<file path="src/hw/rtl/delay_statistics_tracker_unit_defines.svh">
// Assertion macros shared by the delay statistics tracker RTL.
`ifndef DELAY_STATISTICS_TRACKER_UNIT_DEFINES_SVH
`define DELAY_STATISTICS_TRACKER_UNIT_DEFINES_SVH

// Check a property on every clock edge outside reset.
`define DST_ASSERT(lbl, prop, msg) \
  lbl: assert property (@(posedge clk_i) disable iff (!rst_ni) prop) else $error(msg);

// Check that a condition in the next cycle follows from a trigger.
`define DST_ASSERT_NEXT(lbl, ante, cons, msg) \
  `DST_ASSERT(lbl, (ante) |=> (cons), msg)

`endif

</file>
<file path="src/hw/rtl/dst_pkg.sv">
// Package of types and constants for the delay statistics tracker.
package dst_pkg;

  localparam int unsigned WINDOW_DEPTH_DEF = 16;

  localparam logic [15:0] EMA_GAIN_RST   = 16'd6554;
  localparam logic [15:0] CONF_FACT_RST  = 16'd435;

  localparam logic CFG_IDX_EMA_GAIN  = 1'b0;
  localparam logic CFG_IDX_CONF_FACT = 1'b1;

  typedef enum logic {
    ITU_DIV,
    ITU_SQRT
  } itu_op_e;

  typedef struct packed {
    logic    start;
    itu_op_e op;
  } itu_cmd_t;

  typedef struct packed {
    logic busy;
    logic done;
  } itu_sts_t;

endpackage

</file>
<file path="src/hw/rtl/delay_statistics_tracker_unit.sv">
// Delay statistics tracker top level: sequencer, window store and shared arithmetic.
// Each item returns the window minimum, the confidence upper bound, the mean, the variance
// and both counters. One item is taken at a time. The time to a result grows with the window
// fill, and is set by the bit-serial 64 step divide and the 32 step square root in the
// iterative unit, and by the window scan, which reads one entry of the window RAM per pass
// through a read state and a compare state. A flow item with an empty window skips the scan
// and the iterative unit and returns the mean as minimum and bound. The next item is taken
// as soon as the result is presented, even while that result still waits at the output
// register; a result that is stalled when the next one is ready holds the sequencer.
`include "delay_statistics_tracker_unit_defines.svh"

module delay_statistics_tracker_unit
  import dst_pkg::*;
#(
  parameter int unsigned WINDOW_DEPTH = WINDOW_DEPTH_DEF
) (
  input  logic        clk_i,
  input  logic        rst_ni,
  input  logic        cfg_we_i,
  input  logic        cfg_idx_i,
  input  logic [15:0] cfg_data_i,
  input  logic        in_valid_i,
  output logic        in_stall_o,
  input  logic        action_i,
  input  logic [31:0] delay_sample_i,
  output logic        out_valid_o,
  input  logic        out_stall_i,
  output logic [31:0] best_delay_o,
  output logic [31:0] upper_bound_delay_o,
  output logic [31:0] mean_delay_o,
  output logic [47:0] delay_variance_o,
  output logic [31:0] samples_seen_o,
  output logic [31:0] flow_measure_o
);

  localparam int unsigned AW = (WINDOW_DEPTH > 1) ? $clog2(WINDOW_DEPTH) : 1;
  localparam int unsigned FW = $clog2(WINDOW_DEPTH + 1);
  localparam int unsigned SW = FW + 1;

  typedef enum logic [4:0] {
    ST_IDLE,
    ST_FLOW,
    ST_MEAN,
    ST_MEANUPD,
    ST_DEV,
    ST_SQ0,
    ST_SQ1,
    ST_VAR,
    ST_VARUPD,
    ST_SCAN0,
    ST_RD,
    ST_CMP,
    ST_DIVGO,
    ST_DIVW,
    ST_SQGO,
    ST_SQW,
    ST_TERM,
    ST_UB,
    ST_OUT
  } state_e;

  state_e        state_q;
  logic [15:0]   gain_q;
  logic [15:0]   conf_q;
  logic [31:0]   sample_q;
  logic [31:0]   mean_q;
  logic [47:0]   var_q;
  logic [FW-1:0] fill_q;
  logic [AW-1:0] head_q;
  logic [31:0]   cnt_q;
  logic [31:0]   flow_q;
  logic [31:0]   dev_q;
  logic [63:0]   acc_q;
  logic [47:0]   sq_q;
  logic [31:0]   best_q;
  logic [31:0]   upper_q;
  logic [FW-1:0] idx_q;
  logic          out_valid_q;

  logic [47:0]   mul_a;
  logic [15:0]   mul_b;
  logic [63:0]   mul_p;
  logic [63:0]   rnd;
  logic [47:0]   step;
  logic          s_ge;
  logic [31:0]   s_diff;
  logic          v_ge;
  logic [47:0]   v_diff;
  logic [63:0]   sq_full;
  logic [SW-1:0] wsum;
  logic [SW-1:0] rsum;
  logic [AW-1:0] waddr;
  logic [AW-1:0] raddr;
  logic          ram_we;
  logic [31:0]   ram_rdata;
  logic [48:0]   ub_sum;
  logic [SW-1:0] idx_nx;
  itu_cmd_t      itu_cmd;
  itu_sts_t      itu_sts;
  logic [63:0]   itu_a;
  logic [63:0]   itu_res;

  always_comb begin
    s_ge    = sample_q >= mean_q;
    s_diff  = s_ge ? (sample_q - mean_q) : (mean_q - sample_q);
    v_ge    = sq_q >= var_q;
    v_diff  = v_ge ? (sq_q - var_q) : (var_q - sq_q);
    rnd     = mul_p + 64'd32768;
    step    = rnd[63:16];
    sq_full = acc_q + {mul_p[47:0], 16'b0};
    ub_sum  = {17'b0, mean_q} + {1'b0, step};
    idx_nx  = {1'b0, idx_q} + SW'(1);

    wsum = {1'b0, head_q} + SW'(fill_q);
    if (wsum >= SW'(WINDOW_DEPTH)) begin
      wsum = wsum - SW'(WINDOW_DEPTH);
    end
    rsum = {1'b0, head_q} + SW'(idx_q);
    if (rsum >= SW'(WINDOW_DEPTH)) begin
      rsum = rsum - SW'(WINDOW_DEPTH);
    end
    waddr  = (SW'(fill_q) < SW'(WINDOW_DEPTH)) ? wsum[AW-1:0] : head_q;
    raddr  = rsum[AW-1:0];
    ram_we = (state_q == ST_VARUPD);

    mul_a = {16'b0, s_diff};
    mul_b = gain_q;
    case (state_q)
      ST_DEV:  mul_b = s_diff[15:0];
      ST_SQ0: begin
        mul_a = {16'b0, dev_q};
        mul_b = dev_q[31:16];
      end
      ST_VAR:  mul_a = v_diff;
      ST_TERM: begin
        mul_a = {16'b0, itu_res[31:0]};
        mul_b = conf_q;
      end
      default: mul_b = gain_q;
    endcase

    itu_cmd.start = (state_q == ST_DIVGO) || (state_q == ST_SQGO);
    itu_cmd.op    = (state_q == ST_SQGO) ? ITU_SQRT : ITU_DIV;
    itu_a         = (state_q == ST_SQGO) ? itu_res : {var_q, 16'b0};
  end

  dst_mul u_mul (
    .clk_i (clk_i),
    .a_i   (mul_a),
    .b_i   (mul_b),
    .p_o   (mul_p)
  );

  dst_ram #(
    .WIDTH (32),
    .DEPTH (WINDOW_DEPTH)
  ) u_win (
    .clk_i   (clk_i),
    .we_i    (ram_we),
    .waddr_i (waddr),
    .wdata_i (sample_q),
    .raddr_i (raddr),
    .rdata_o (ram_rdata)
  );

  dst_itu #(
    .DW (FW)
  ) u_itu (
    .clk_i  (clk_i),
    .rst_ni (rst_ni),
    .cmd_i  (itu_cmd),
    .a_i    (itu_a),
    .div_i  (fill_q),
    .sts_o  (itu_sts),
    .res_o  (itu_res)
  );

  always_ff @(posedge clk_i or negedge rst_ni) begin
    if (!rst_ni) begin
      state_q     <= ST_IDLE;
      gain_q      <= EMA_GAIN_RST;
      conf_q      <= CONF_FACT_RST;
      mean_q      <= '0;
      var_q       <= '0;
      fill_q      <= '0;
      head_q      <= '0;
      cnt_q       <= '0;
      flow_q      <= 32'd1;
      idx_q       <= '0;
      out_valid_q <= 1'b0;
    end else begin
      if (cfg_we_i) begin
        case (cfg_idx_i)
          CFG_IDX_EMA_GAIN:  gain_q <= cfg_data_i;
          CFG_IDX_CONF_FACT: conf_q <= cfg_data_i;
          default:           gain_q <= gain_q;
        endcase
      end
      if (state_q == ST_OUT && (!out_valid_q || !out_stall_i)) begin
        out_valid_q <= 1'b1;
      end else if (out_valid_q && !out_stall_i) begin
        out_valid_q <= 1'b0;
      end
      case (state_q)
        ST_IDLE: begin
          if (in_valid_i) begin
            sample_q <= delay_sample_i;
            state_q  <= action_i ? ST_FLOW : ST_MEAN;
          end
        end
        ST_FLOW: begin
          if (flow_q != '1) begin
            flow_q <= flow_q + 32'd1;
          end
          state_q <= ST_SCAN0;
        end
        ST_MEAN: begin
          if (cnt_q != '1) begin
            cnt_q <= cnt_q + 32'd1;
          end
          if (mean_q == '0) begin
            mean_q  <= sample_q;
            state_q <= ST_DEV;
          end else begin
            state_q <= ST_MEANUPD;
          end
        end
        ST_MEANUPD: begin
          mean_q  <= s_ge ? (mean_q + step[31:0]) : (mean_q - step[31:0]);
          state_q <= ST_DEV;
        end
        ST_DEV: begin
          dev_q   <= s_diff;
          state_q <= ST_SQ0;
        end
        ST_SQ0: begin
          acc_q   <= mul_p;
          state_q <= ST_SQ1;
        end
        ST_SQ1: begin
          sq_q    <= (sq_full[63:48] != '0) ? '1 : sq_full[47:0];
          state_q <= ST_VAR;
        end
        ST_VAR: begin
          state_q <= ST_VARUPD;
        end
        ST_VARUPD: begin
          var_q <= v_ge ? (var_q + step) : (var_q - step);
          if (SW'(fill_q) < SW'(WINDOW_DEPTH)) begin
            fill_q <= fill_q + FW'(1);
          end else if (SW'(head_q) == SW'(WINDOW_DEPTH - 1)) begin
            head_q <= '0;
          end else begin
            head_q <= head_q + AW'(1);
          end
          state_q <= ST_SCAN0;
        end
        ST_SCAN0: begin
          idx_q <= '0;
          if (fill_q == '0) begin
            best_q  <= mean_q;
            upper_q <= mean_q;
            state_q <= ST_OUT;
          end else begin
            best_q  <= '1;
            state_q <= ST_RD;
          end
        end
        ST_RD: begin
          state_q <= ST_CMP;
        end
        ST_CMP: begin
          if (ram_rdata < best_q) begin
            best_q <= ram_rdata;
          end
          idx_q   <= idx_nx[FW-1:0];
          state_q <= (idx_nx == SW'(fill_q)) ? ST_DIVGO : ST_RD;
        end
        ST_DIVGO: begin
          state_q <= ST_DIVW;
        end
        ST_DIVW: begin
          if (itu_sts.done) begin
            state_q <= ST_SQGO;
          end
        end
        ST_SQGO: begin
          state_q <= ST_SQW;
        end
        ST_SQW: begin
          if (itu_sts.done) begin
            state_q <= ST_TERM;
          end
        end
        ST_TERM: begin
          state_q <= ST_UB;
        end
        ST_UB: begin
          upper_q <= (ub_sum[48:32] != '0) ? '1 : ub_sum[31:0];
          state_q <= ST_OUT;
        end
        ST_OUT: begin
          if (!out_valid_q || !out_stall_i) begin
            best_delay_o        <= best_q;
            upper_bound_delay_o <= upper_q;
            mean_delay_o        <= mean_q;
            delay_variance_o    <= var_q;
            samples_seen_o      <= cnt_q;
            flow_measure_o      <= flow_q;
            state_q             <= ST_IDLE;
          end
        end
        default: begin
          state_q <= ST_IDLE;
        end
      endcase
    end
  end

  assign in_stall_o  = (state_q != ST_IDLE);
  assign out_valid_o = out_valid_q;

  `DST_ASSERT(a_fill_bound, SW'(fill_q) <= SW'(WINDOW_DEPTH), "window fill above depth")
  `DST_ASSERT_NEXT(a_busy_after_accept, in_valid_i && !in_stall_o && !action_i, state_q == ST_MEAN, "sample item not started")
  `DST_ASSERT(a_itu_done_wait, itu_sts.done |-> (state_q == ST_DIVW || state_q == ST_SQW), "iterative unit done outside wait")

endmodule

</file>
<file path="src/hw/rtl/dst_ram.sv">
// Generic single write port, single read port RAM with registered read.
module dst_ram #(
  parameter int unsigned WIDTH = 32,
  parameter int unsigned DEPTH = 16,
  localparam int unsigned AW = (DEPTH > 1) ? $clog2(DEPTH) : 1
) (
  input  logic             clk_i,
  input  logic             we_i,
  input  logic [AW-1:0]    waddr_i,
  input  logic [WIDTH-1:0] wdata_i,
  input  logic [AW-1:0]    raddr_i,
  output logic [WIDTH-1:0] rdata_o
);

  logic [WIDTH-1:0] mem_q [DEPTH];

  always_ff @(posedge clk_i) begin
    if (we_i) begin
      mem_q[waddr_i] <= wdata_i;
    end
    rdata_o <= mem_q[raddr_i];
  end

endmodule

</file>
<file path="src/hw/rtl/dst_mul.sv">
// Shared 48 by 16 bit multiplier with registered product.
module dst_mul (
  input  logic        clk_i,
  input  logic [47:0] a_i,
  input  logic [15:0] b_i,
  output logic [63:0] p_o
);

  always_ff @(posedge clk_i) begin
    p_o <= 64'(a_i) * 64'(b_i);
  end

endmodule

</file>
<file path="src/hw/rtl/dst_itu.sv">
// Iterative unit: bit-serial 64 bit divide by a small count, or 64 bit square root.
module dst_itu
  import dst_pkg::*;
#(
  parameter int unsigned DW = 5
) (
  input  logic          clk_i,
  input  logic          rst_ni,
  input  itu_cmd_t      cmd_i,
  input  logic [63:0]   a_i,
  input  logic [DW-1:0] div_i,
  output itu_sts_t      sts_o,
  output logic [63:0]   res_o
);

  localparam int unsigned RW = (DW + 1 > 34) ? DW + 1 : 34;

  logic          busy_q;
  logic          done_q;
  itu_op_e       op_q;
  logic [5:0]    cnt_q;
  logic [63:0]   quo_q;
  logic [RW-1:0] rem_q;
  logic [31:0]   root_q;
  logic [DW-1:0] div_q;

  logic [RW-1:0] dr2;
  logic          dge;
  logic [RW+1:0] sr2;
  logic [RW+1:0] strial;
  logic          sge;

  always_comb begin
    dr2    = {rem_q[RW-2:0], quo_q[63]};
    dge    = dr2 >= RW'(div_q);
    sr2    = {rem_q, quo_q[63:62]};
    strial = (RW+2)'({root_q, 2'b01});
    sge    = sr2 >= strial;
  end

  always_ff @(posedge clk_i or negedge rst_ni) begin
    if (!rst_ni) begin
      busy_q <= 1'b0;
      done_q <= 1'b0;
      op_q   <= ITU_DIV;
      cnt_q  <= '0;
    end else begin
      done_q <= 1'b0;
      if (cmd_i.start) begin
        busy_q <= 1'b1;
        op_q   <= cmd_i.op;
        cnt_q  <= (cmd_i.op == ITU_DIV) ? 6'd63 : 6'd31;
      end else if (busy_q) begin
        cnt_q <= cnt_q - 6'd1;
        if (cnt_q == 6'd0) begin
          busy_q <= 1'b0;
          done_q <= 1'b1;
        end
      end
    end
  end

  always_ff @(posedge clk_i) begin
    if (cmd_i.start) begin
      quo_q  <= a_i;
      rem_q  <= '0;
      root_q <= '0;
      div_q  <= div_i;
    end else if (busy_q) begin
      case (op_q)
        ITU_DIV: begin
          rem_q <= dge ? (dr2 - RW'(div_q)) : dr2;
          quo_q <= {quo_q[62:0], dge};
        end
        ITU_SQRT: begin
          rem_q  <= sge ? RW'(sr2 - strial) : RW'(sr2);
          root_q <= {root_q[30:0], sge};
          quo_q  <= {quo_q[61:0], 2'b00};
        end
        default: begin
          quo_q <= quo_q;
        end
      endcase
    end
  end

  assign sts_o.busy = busy_q;
  assign sts_o.done = done_q;
  assign res_o      = (op_q == ITU_DIV) ? quo_q : {32'b0, root_q};

endmodule
</file>
<file path="config.mk">
export PLATFORM = sky130hd
export DESIGN_NAME = delay_statistics_tracker_unit
export DESIGN_NICKNAME = d
export VERILOG_FILES = /design/src/hw/rtl/dst_pkg.sv /design/src/hw/rtl/delay_statistics_tracker_unit.sv /design/src/hw/rtl/dst_ram.sv /design/src/hw/rtl/dst_mul.sv /design/src/hw/rtl/dst_itu.sv
export VERILOG_INCLUDE_DIRS = /design/src /design/src/hw/rtl
export SDC_FILE = /design/constraint.sdc
export NUM_CORES = 2
export LEC_CHECK = 0
export BUFFER_PORTS_ARGS = -buffer_cell sky130_fd_sc_hd__clkbuf_2
export CAP_MARGIN = 10
export CORE_UTILIZATION = 37
export CTS_CLUSTER_DIAMETER = 40
export CTS_CLUSTER_SIZE = 24
export DETAILED_ROUTE_END_ITERATION = 10
export MAX_ROUTING_LAYER = met4
export PLACE_DENSITY = 0.62
export SLEW_MARGIN = 20
export SYNTH_ARGS = -nofsm -noshare
export SYNTH_HDL_FRONTEND = slang
export SYNTH_SLANG_ARGS = --single-unit
</file>
<file path="constraint.sdc">
create_clock -name clk_i -period 13.56 [get_ports clk_i]
set_input_delay 1.356 -clock clk_i [delete_from_list [all_inputs] [get_ports clk_i]]
set_output_delay 1.356 -clock clk_i [all_outputs]
set_load 0.05 [all_outputs]
</file>
==> reports/results.env <==
SYNTH_CELLS=9612
WORSTPATHBUFFERINVERTERCOUNT=5
SYNTH.FF_LATCH_COUNT=1396
FINALSETUPVIOLCOUNT=0
CTS_MAX_PATH_BUFFERS=3
TOTAL_AREA_OF_MULTI_INPUT_COMBINATIONAL_CELLS_UM2=54700
CRITICAL_PATH.MAX_FANOUT=21
CLK_TRANSITION_REPORTED_PATHS_NS=0.07
ASYNC_FLOP_SHARE_PCT=14.7
POST_CTS.REPAIR.SETUP_BUFFERS=0
GRT-OVFL-TOTAL=0
SEQPWRFRAC_PCT=21.8
PORT_BUFFERS=264
SYNTH_ENABLE_FLOP_CELLS=1029
CRIT_FAMILY='compound AO/OA/AOI/OAI gates'
DR_TOTAL_VIAS=77200
DRIVE_GT1_SHARE_PCT=12.0
DESIGN.FINAL.NETS=11200
MAX_SLEW_MARGIN_PCT=18.6
FINISH.INSTANCE_AREA_UM2=113000
CAP_VIOL_MAX_COUNT=0
VIA_PER_INST=5.65
SYNTH_CELL_TYPE_COUNT=98
PLACEMENT_ROWS=189
FINAL-SEQ-AREA_UM2=39300
RR_ENDPOINT='u_mul.p_o[63]'
DR.FIRST_ITER.DRC_COUNT=8037
CRITPATHSLOWESTCELL='sky130_fd_sc_hd__edfxtp_1'
GRT_UTIL_ALL_LAYERS_PCT=26.6
SYN_NETS=10900
COREAREA_UM2=266000
TOTALWIRELENGTH_UM=353000
CP_SLOWEST_STAGE_DELAY_NS=0.76
CLKPWRFRAC_PCT=24.3
DIE_W_UM=520
SEQ_AREA_FRAC_SYNTH_PCT=39.6
VDD.IR_DROP.WORST_mV=0.540
SETUP_TOTAL_NEGATIVE_SLACK_NS=0
CLKLATENCYLATEPIN_NS=0.89
MET2_LENGTH_UM=156000
FMAX_MHz=76.1
POWER.LEAKAGE_nW=46.5
SYNTHESIS.AREA_PER_INSTANCE_UM2=10.3
TOTAL_POWER_mW=23.0
POST-ROUTE-MIN-PERIOD_NS=13.14
POWER.SHARE.SWITCHING_PCT=43.8
TRITONCTS_NUM_SINKS=1396
CLOCK_TREE_FROM_TRITONCTS='yes'
WL_MET3_UM=31700
MIN_PATH_TYPE='primary input to async pin'
DIE_HEIGHT_UM=520
YS_WARN_COUNT=0
DETAIL_ROUTE.WIRELENGTH.MET1_UM=152000
RSZ0062_AT_GRT='no'
CLOCK_TREE.ROOT_CELL='sky130_fd_sc_hd__clkbuf_16'
FINALMAXSLEWVIOLATIONS=0
POST_CTS_HOLD_FIX_BUFS=0
GPL.FINAL_WEIGHTED_CONGESTION=0.991
DRCVIOLATIONCOUNT=0
FINCLKSKEW_NS=0.103
DRT_PRE_ANTENNA_ITERS=8
R2R_SETUP_SLACK_NS=0.42
POST_PLACE_INSTANCE_AREA_UM2=106000
AREA_GROWTH_PCT=14.1
LAYOUT.CELLS.NON_FILLER=13700
ARRIVAL_NS=13.86
IOPINCOUNT=265
DP.CELLS=13200
FINAL_ANTENNA_NET_COUNT=0
GRT_START_MAX_NET_PINS=66
VIA_COUNT_OF_THE_FIRST_GLOBAL_ROUTING_PASS=76200
SYNTH_AREA_UM2=99200
ROUTED.TOP_LAYER='met4'
WORST_PATH_REQUIRED_NS=14.28
INTERNAL_POWER_mW=12.9
GRT_FIRST_PASS_WIRELENGTH_UM=518000
TIMING.SETUP.CRITICAL_PATH_CLASS='register to register'
R2R.WORST_PATH.CELLS=36
COMBPWRFRAC_PCT=53.9
COMMONEST_CELLS_AFTER_ROUTING_FILL_AND_TAPS_ASIDE='sky130_fd_sc_hd__nand2_1, sky130_fd_sc_hd__inv_1, sky130_fd_sc_hd__edfxtp_1'
DIE-AREA_UM2=270000
TIGHTESTPINTRANSITION_NS=1.21
SWITCHINGPOWER_mW=10.1
TIMING.RR.START='sample_q[2]'
INITIAL_ANTENNA_VIOLATION_COUNT=22
LAYOUT_COMMONEST_CELL='sky130_fd_sc_hd__nand2_1'
HPWLAFTERDP_UM=266000
YS.FLOP_TYPE='sky130_fd_sc_hd__edfxtp_1'
EFFECTIVE_UTILIZATION_AT_FLOORPLAN_PCT=37.3
ROUTED_WIRE_LENGTH_PER_INSTANCE_UM=25.9
STATUS='complete, no violations'
FINAL-HOLD-VIOLATION-COUNT=0
FINAL_MIN_PERIOD_OVER_CLOCK_PERIOD_PCT=96.9
POWER_PER_CELL_AREA_nW_PER_UM2=203
LAYOUT.FILLER_CELLS=25200
TIMING.CRITICAL_PATH.TO_TYPE='register'
CTS-BUFFERS-INSERTED=205
CRIT_PATH_FREQUENT_CELL='sky130_fd_sc_hd__fa_1'
HTREEDEPTH=4
STARTPOINT_TYPE='register'
## layout make-up
type,instances,share of cell area [%]
Tap cell,3533,3.91
Timing Repair Buffer,531,2.95
Sequential cell,1396,34.7
Multi-Input combinational cell,6717,48.3
Clock inverter,166,1.86
Antenna cell,13,0.0287
Inverter,1073,3.56
Clock buffer,225,4.66
## what timing repair did
| item | CTS | global route |
|---|---|---|
| gates resized for setup | 0 | 6 |
| setup endpoints to repair | 0 | 2 |
| hold endpoints to repair | 0 | 0 |
## per-stage QoR
stage	hold slack [ns]	setup WS, ns	util, %
final	0.375	0.416	42.6
after global routing	0.371	0.0223	42.6
after detailed placement	0.407	0.660	39.8
after CTS	0.349	0.514	42.6
after floorplan	0.400	2.58	-
after global placement	0.410	0.777	39.8
## power by group through the flow
stage | Sequential [mW] | Combinational, mW | Clock [mW]
final | 5.01 | 12.4 | 5.59
after global routing | 5.00 | 13.7 | 5.85
after CTS | 5.00 | 12.3 | 5.66
after detailed placement | 5.08 | 12.2 | 0
after global placement | 5.09 | 12.3 | 0
after floorplan | 4.97 | 8.62 | 0
## layer usage
layer	GRT usage (%)	up-vias
met1	36.0	39000
met5	-	-
met2	39.6	3465
li1	-	34100
met3	5.42	537
met4	8.95	0
## state kept, by name, indices dropped and copies added (netlist names), 32 cells and up
signal / flops
upper_bound_delay_o: 32
mean_delay_o: 32
acc_q: 64
u_mul.p_o: 64
mean_q: 32
samples_seen_o: 32
delay_variance_o: 48
best_delay_o: 32
upper_q: 32
u_itu.rem_q: 34
flow_measure_o: 32
u_itu.quo_q: 64
sq_q: 48
u_win.rdata_o: 32
dev_q: 32
cnt_q: 32
var_q: 48
u_win.mem_q: 512
best_q: 32
flow_q: 32
sample_q: 32
u_itu.root_q: 32
## worst max path at each step
stage,from,end,slack [ns],cells past startpoint
2_1_floorplan,out_stall_i,best_delay_o[0],2.58,3
3_3_place_gp,sample_q[7],u_mul.p_o[63],0.78,35
3_5_place_dp,sample_q[2],u_mul.p_o[63],0.66,35
4_1_cts,sample_q[2],u_mul.p_o[63],0.51,35
5_1_grt,sample_q[2],u_mul.p_o[63],0.02,36
6_report,sample_q[2],u_mul.p_o[63],0.42,36
## kinds of logic (layout without fill, tap and decap cells)
| family | count (synthesis) | after routing | share of synthesized area, % |
|---|---|---|---|
| compound gates | 2055 | 2055 | 13.1 |
| simple gates | 2682 | 2682 | 12.6 |
| xor+xnor | 530 | 530 | 4.69 |
| fa+ha+maj | 1189 | 1189 | 19.9 |
| flops | 1396 | 1396 | 39.6 |
| buf+inv | 1499 | 1995 | 5.69 |
| mux | 261 | 261 | 4.30 |
| other cells | 0 | 13 | 0 |
## synthesized netlist by cell type (16+ instances only)
cell type / count / area (µm²)
sky130_fd_sc_hd__a211oi_1: 105 / 788
sky130_fd_sc_hd__mux2i_1: 91 / 911
sky130_fd_sc_hd__nand4_1: 98 / 613
sky130_fd_sc_hd__o21a_1: 37 / 278
sky130_fd_sc_hd__edfxtp_1: 1029 / 30900
sky130_fd_sc_hd__nor3b_1: 18 / 135
sky130_fd_sc_hd__and3_1: 82 / 513
sky130_fd_sc_hd__nand2b_1: 81 / 507
sky130_fd_sc_hd__xor2_1: 167 / 1460
sky130_fd_sc_hd__or4_1: 16 / 120
sky130_fd_sc_hd__nor2b_1: 110 / 688
sky130_fd_sc_hd__o21ai_0: 416 / 2080
sky130_fd_sc_hd__fa_1: 653 / 13100
sky130_fd_sc_hd__a221oi_1: 27 / 236
sky130_fd_sc_hd__nand2_1: 1146 / 4300
sky130_fd_sc_hd__or3_1: 22 / 138
sky130_fd_sc_hd__buf_1: 43 / 161
sky130_fd_sc_hd__a221o_1: 23 / 230
sky130_fd_sc_hd__nor3_1: 111 / 556
sky130_fd_sc_hd__o211ai_1: 39 / 293
sky130_fd_sc_hd__nor2_1: 535 / 2010
sky130_fd_sc_hd__xnor2_1: 362 / 3170
sky130_fd_sc_hd__o21bai_1: 83 / 623
sky130_fd_sc_hd__a21o_1: 261 / 1960
sky130_fd_sc_hd__mux2_2: 42 / 473
sky130_fd_sc_hd__a222oi_1: 21 / 210
sky130_fd_sc_hd__ha_1: 536 / 6710
sky130_fd_sc_hd__and2_1: 185 / 1160
sky130_fd_sc_hd__mux4_2: 128 / 2880
sky130_fd_sc_hd__a31oi_1: 97 / 607
sky130_fd_sc_hd__inv_1: 1072 / 4020
sky130_fd_sc_hd__clkbuf_1: 375 / 1410
sky130_fd_sc_hd__nor4_1: 36 / 225
sky130_fd_sc_hd__nand3_1: 147 / 736
sky130_fd_sc_hd__o22ai_1: 29 / 181
sky130_fd_sc_hd__dfrtp_1: 191 / 4780
sky130_fd_sc_hd__and4_1: 22 / 193
sky130_fd_sc_hd__dfxtp_1: 162 / 3240
sky130_fd_sc_hd__a21boi_0: 26 / 195
sky130_fd_sc_hd__o31ai_1: 31 / 233
sky130_fd_sc_hd__a21oi_1: 656 / 3280
Note: power is estimated with default switching activity, not from simulation.
